## src/hdl/aavr_fifo.sv

```systemverilog
// Small register queue with push/full and pop/empty sides.
module aavr_fifo #(
    parameter int WIDTH = 8,
    parameter int DEPTH = 4
) (
    input  logic             i_clk,
    input  logic             i_rst_n,
    input  logic             i_push,
    input  logic [WIDTH-1:0] i_data,
    output logic             o_full,
    input  logic             i_pop,
    output logic [WIDTH-1:0] o_data,
    output logic             o_empty
);
    localparam int PW = (DEPTH > 1) ? $clog2(DEPTH) : 1;

    logic [WIDTH-1:0] r_mem [DEPTH];
    logic [PW-1:0]    r_wr, r_rd;
    logic [PW:0]      r_cnt;
    logic             wr_en, rd_en;

    assign o_full  = (r_cnt == (PW+1)'(DEPTH));
    assign o_empty = (r_cnt == '0);
    assign wr_en   = i_push && !o_full;
    assign rd_en   = i_pop && !o_empty;
    assign o_data  = r_mem[r_rd];

    always_ff @(posedge i_clk) begin
        if (!i_rst_n) begin
            r_wr  <= '0;
            r_rd  <= '0;
            r_cnt <= '0;
        end else begin
            if (wr_en) begin
                r_wr <= (r_wr == PW'(DEPTH-1)) ? '0 : r_wr + 1'b1;
            end
            if (rd_en) begin
                r_rd <= (r_rd == PW'(DEPTH-1)) ? '0 : r_rd + 1'b1;
            end
            r_cnt <= r_cnt + (PW+1)'(wr_en) - (PW+1)'(rd_en);
        end
    end

    always_ff @(posedge i_clk) begin
        if (wr_en) begin
            r_mem[r_wr] <= i_data;
        end
    end
endmodule

```

## config.mk

```make
export PLATFORM = sky130hd
export DESIGN_NAME = aavr_fifo
export DESIGN_NICKNAME = d
export VERILOG_FILES = /design/src/hdl/aavr_fifo.sv
export SDC_FILE = /design/constraint.sdc
export NUM_CORES = 1
export LEC_CHECK = 0
export CAP_MARGIN = 0
export CORE_AREA = 2 2 64 66
export DETAILED_ROUTE_END_ITERATION = 10
export DIE_AREA = 0 0 66 68
export DONT_BUFFER_PORTS = 1
export PLACE_DENSITY = 0.58
export RECOVER_POWER = 100
export SETUP_SLACK_MARGIN = 0.4
export SKIP_LAST_GASP = 1
export SLEW_MARGIN = 40
export SYNTH_ARGS = -nofsm -noshare
export SYNTH_HDL_FRONTEND = slang
export SYNTH_SLANG_ARGS = --single-unit
```

## constraint.sdc

```tcl
create_clock -name i_clk -period 2.34 [get_ports i_clk]
set_clock_uncertainty 0.2 [all_clocks]
set_input_delay 0.234 -clock i_clk [delete_from_list [all_inputs] [get_ports i_clk]]
set_output_delay 0.234 -clock i_clk [all_outputs]
set_load 0.005 [all_outputs]
```

# Word level (Yosys, flattened, before mapping)

Memory sizes are Yosys's and may differ from the RTL's. A register that Yosys moved wholly into a read port is not among the register bits.
Index checks and enable logic that the tools add are counted.

Reductions and logical operators: 5
$add $sub $neg: 4
Muxes and demuxes: 6
Eq/ne operators: 3

Operators with widths:

| operator                                                      | count |
|---|---|
| 2-bit two-way mux                                             | 4 |
| 2-bit by 1-bit adder with 2-bit output, second input constant | 2 |
| 2-bit equality test, second input constant                    | 2 |
| 3-bit by 1-bit adder with 3-bit output                        | 1 |
| 3-bit equality test, second input constant                    | 1 |
| 3-bit zero test                                               | 1 |
| 3-bit by 1-bit subtractor with 3-bit output                   | 1 |
| 1-bit logical AND                                             | 2 |
| 1-bit zero test                                               | 2 |
| 1-bit two-way mux                                             | 2 |

Bits of input ports: 12
Logic and storage cells: 22
Memories: 1
RAM bits: 32
Bits in registers: 7
Output and inout port bits: 10

Memory list:

| memory | words | bits a word | read ports | clocked after Yosys merged registers in | write ports | RTL line | text |
|---|---|---|---|---|---|---|---|
| r_mem  | 4     | 8           | 1          | 1                                       | 1           | 17       | `logic [WIDTH-1:0] r_mem [DEPTH];` |

# Logic depth before layout (Yosys ltp)

Depth after elaboration: 5
Mapped depth: 11
Depth with buffers taken out: 10

# Worst setup path before layout

OpenSTA, ideal clock, no wires.

Path kind: flip-flop to flip-flop
Start: reg r_cnt[1]
End: reg r_cnt[2]
Period minus slack after synthesis: 2.302 ns
Required time: 2.025 ns
Buffers on the path: 0
Cell stages (with the launch flop): 10
Library setup time: 0.115 ns
Slack: 0.038 ns
Arrival time: 1.988 ns
Cells stage by stage: dfxtp_1 -> o31ai_2 -> inv_1 -> ha_1 -> inv_1 -> ha_1 -> fa_1 -> xnor2_1 -> xnor2_1 -> and2_1

Word-level cells in the longest chain between the ends: 5
Elaborated cells on any way between the ends: 8
Those cells by class: add/sub: 2; eq/ne: 1; reduce/logical: 5

RTL lines:

| item                                          | RTL line | text |
|---|---|---|
| from (decl)                                   | 19       | `logic [PW:0] r_cnt;` |
| from (signal assigned)                        | 40       | `r_cnt <= r_cnt + (PW+1)'(wr_en) - (PW+1)'(rd_en);` |
| 3-bit equality test                           | 22       | `assign o_full = (r_cnt == (PW+1)'(DEPTH));` |
| 1-bit zero test                               | 24       | `assign wr_en = i_push && !o_full;` |
| 1-bit logical AND                             | 24       |  |
| 3-bit by 1-bit adder with 3-bit output        | 40       |  |
| 3-bit by 1-bit subtractor with 3-bit output * | 40       |  |

Mark *: on every way between the ends. The rest lies on a longest branch, timed or not.
A chain may end at the register's enable or synchronous reset.

# Final worst setup path

Start: reg r_cnt[2]
End: reg r_cnt[2]

Word-level cells in the longest chain between the ends: 5
Elaborated cells on any way between the ends: 8
Those cells by class: add/sub: 2; eq/ne: 1; reduce/logical: 5

RTL lines:

| item                                        | RTL line | text |
|---|---|---|
| 3-bit equality test                         | 22       |  |
| named net o_full                            | 10       | `output logic o_full,` |
| 1-bit zero test                             | 24       |  |
| 1-bit logical AND                           | 24       |  |
| 3-bit by 1-bit adder with 3-bit output      | 40       |  |
| 3-bit by 1-bit subtractor with 3-bit output | 40       |  |

The timed path passes the listed nets, and every way through them passes these cells.

==> impl_metrics.csv <==
group,metric,value,unit
setup_path,crit_end,"r_cnt[2]$_SDFF_PN0_",
yosys,synth-compound-area-share,1.36,%
pwr,p_leak,0.000670,µW
clock_tree,tritoncts,"built",
drt,wire_per_inst,15.7,µm
global_route,grt_pass1_vias,825,
setup_path,cp_max_fo,3,
yosys,synthMuxAreaShare,12.1,%
setup_path,crit_type,"reg2reg",
timing,timing.final.crit_share,95.1,%
layout,fin_area,0.00196,mm²
timing,relSlewSlack,64.4,%
floorplan,die_w,66,µm
yosys,synth-edff-count,32,
clock_tree,root_buffer,"clkbuf_8",
yosys,synth_top_family_by_area,"multiplexers",
clock_tree,cts_buffers,5,
floorplan,die_h,68,µm
global_route,grtUsageTotal,13.6,%
floorplan,rows,23,
yosys,synth_ff_type,"edfxtp_1",
setup_path,worst-r2r-setup-slack,0.11,ns
setup_path,crit_cells,10,
clock_tree,htree_levels,2,
global_route,grt_antenna_before_repair,0,
global_route,overflow,0,
timing,worstMarginPinSlew,0.534,ns
timing,slew_violations,0,
yosys,synth-xor-area-share,1.06,%
floorplan,die-area,0.00449,mm²
yosys,synthSimpleGateAreaFrac,7.24,%
run_status,status,"complete, no violations",
floorplan,pin_count,22,
timing,fmax,449,MHz
yosys,yosys_warnings,0,
yosys,syn_nets,115,
global_route,grt_pass1_wl,4.11,mm
yosys,synth_seq_area_share,68.8,%
global_route,grt_max_degree,13,
pwr,ir_drop,505,µV
placed_design,dp_hpwl,1.68,mm
layout,finish.utilization,50.8,%
drt,routed_via_density,4.81,
drt,first_pass_iters,4,
clock_tree,insertion_delay,0.28,ns
drt,ant_nets,0,
placed_design,io_buffer_count,0,
clock_tree,cts.path.max_buffers,2,
setup_path,required,2.32,ns
drt,first_iter_violations,41,
yosys,synthMostInstantiatedCell,"edfxtp_1",
yosys,synth_area,0.00166,mm²
timing,setup_viol,0,
drt,routed_wl,2.57,mm
floorplan,fp.coreArea,0.00386,mm²
setup_path,arrival,2.21,ns
yosys,ys_top_cells_by_count,"32 x edfxtp_1, 9 x dfxtp_1, 8 x mux4_2, 7 x ha_1, 7 x inv_1",
placed_design,globalplace.congestion,0.694,
timing,rsz0062_at_grt,"true",
setup_path,path_buf_inv,2,
clock_tree,clkTransAtPathRegs,0.07,ns
pwr,powerDensity,961,mW/mm²
clock_tree,cts.sinks,41,
setup_path,startpoint,"r_cnt[2]$_SDFF_PN0_",
job,maxCapViolCount,0,
setup_path,crit_path_max_incr_delay,0.36,ns
min_path,min_path_type,"in2reg",
setup_path,startpoint_type,"register",
yosys,synth.distinct_cells,21,
setup_path,end_kind,"register",
yosys,yosys-top-cells-area,"edfxtp_1 58%, dfxtp_1 11%, mux4_2 11%, ha_1 5.3%, inv_1 1.6%",
setup_path,reg2reg_to,"r_cnt[2]$_SDFF_PN0_",
yosys,netlist_instances,95,
placed_design,dpl_cell_area,0.00173,mm²
yosys,yosysTopAreaCell,"edfxtp_1",
layout,final_layout_size_suffix_gt1_share,27.2,%
floorplan,start_util,43.0,%
layout,final_cells,164,
yosys,synth.top_cell.area_share,57.9,%
yosys,async_reset_ff_share,0,%
layout,diodes,0,
timing,whs,0.0610,ns
setup_path,path_delay_family,"adder cells",
setup_path,path_cells,"nor3b_4 > nor2b_2 > inv_2 > ha_4 > inv_2 > ha_4 > fa_2 > xnor2_2 > xnor2_1 > and2_0",
yosys,syn_avg_cell_area,17.5,µm²
layout,final_net_count,133,
yosys,synth-seq-cells,41,
layout,areaGrowthSynthToFinish,18.2,%
setup_path,reg2regPathDepth,10,
setup_path,worstReg2RegStart,"r_cnt[2]$_SDFF_PN0_",
yosys,synth-adder-area-share,6.49,%
timing,finalHoldViolCount,0,
drt,drc,0,
setup_path,worst_path_max_delay_cell,"dfxtp_4",
placed_design,dp_cells,143,
drt,num_vias,789,
timing,fin_setup_tns,0,ns
timing,period_needed,2.23,ns
-- worst min-delay path by stage --
| stage | startpoint | cells past startpoint | to |
|---|---|---|---|
| after floorplan | i_data[0] | 0 | r_mem[0][0]$_DFFE_PP_ |
| after global placement | i_data[7] | 0 | r_mem[3][7]$_DFFE_PP_ |
| after detailed placement | i_data[7] | 0 | r_mem[2][7]$_DFFE_PP_ |
| after CTS | i_pop | 3 | register |
| after global routing | i_pop | 3 | register |
| final | i_pop | 3 | register |
-- worst min-delay path, delay by kind of cell --
family | cells | cell delay (ns)
AO/OA/AOI/OAI | 2 | 0.14
buffers and inverters | 1 | 0.11
-- flip-flops by register name, summed over array words and instances (netlist names), named ones only --
name,cells
r_cnt,3
r_mem,32
r_rd,2
r_wr,2
-- placed cells by master, fill, tap and decap left out --
cell type / n
dfxtp_1: 6
clkinv_1: 1
and2_1: 6
and2_0: 1
inv_2: 3
edfxtp_1: 32
dfxtp_4: 3
ha_1: 5
nor2b_2: 1
nand2_1: 6
clkbuf_4: 2
buf_4: 3
clkbuf_8: 5
nor3_1: 1
mux4_2: 8
nand3_1: 2
ha_4: 2
nor2_1: 2
o31ai_4: 1
dlygate4sd3_1: 9
xnor2_1: 1
inv_1: 4
nor3b_4: 1
xnor2_2: 1
fa_2: 1
clkbuf_1: 3
mux2i_1: 2
o21ai_0: 2
-- logic make-up after synthesis --
family,Yosys count
flip-flops,41
AND/OR/NAND/NOR,20
buffers and inverters,11
multiplexers,10
adder cells (fa/ha/maj),8
AO/OA/AOI/OAI,3
XOR/XNOR,2
-- metrics by stage --
stage          power, µW  setup slack (ns)
2_1_floorplan       1310             0.109
3_3_place_gp        1390             0.160
3_5_place_dp        1410             0.137
4_1_cts             1900             0.158
5_1_grt             2020            0.0126
6_report            1880             0.115
-- routing by layer --
layer / share of wire (%) / vias up / global-route usage, %
li1: - / 379 / -
met1: 43 / 388 / 16.0
met2: 49 / 18 / 21.3
met3: 5.9 / 4 / 5.59
met4: 1.8 / 0 / 7.65
met5: 0 / - / 0
-- power by group --
group / internal [µW] / total, µW / switching (µW)
Sequential: 905 / 1000 / 96.6
Combinational: 260 / 463 / 203
Clock: 207 / 420 / 213
-- area by class of cell --
type / count / area, µm²
fill: 326 / 1900
sequential: 41 / 1150
multi-input combinational: 43 / 508
timing repair buffer: 15 / 131
clock buffer: 7 / 76.3
tap: 50 / 62.6
inverter: 7 / 26.3
clock inverter: 1 / 3.75
-- timing repair --
action / in CTS / in global routing
endpoints found under the hold margin: 41 / 0
gates resized for setup: 7 / 2
hold buffers: 9 / 0
cloned: 0 / 0
buffers inserted: 3 / 1
pin swaps: 3 / 0
endpoints found under the setup margin: 10 / 10
(Power assumes the default switching activity.)
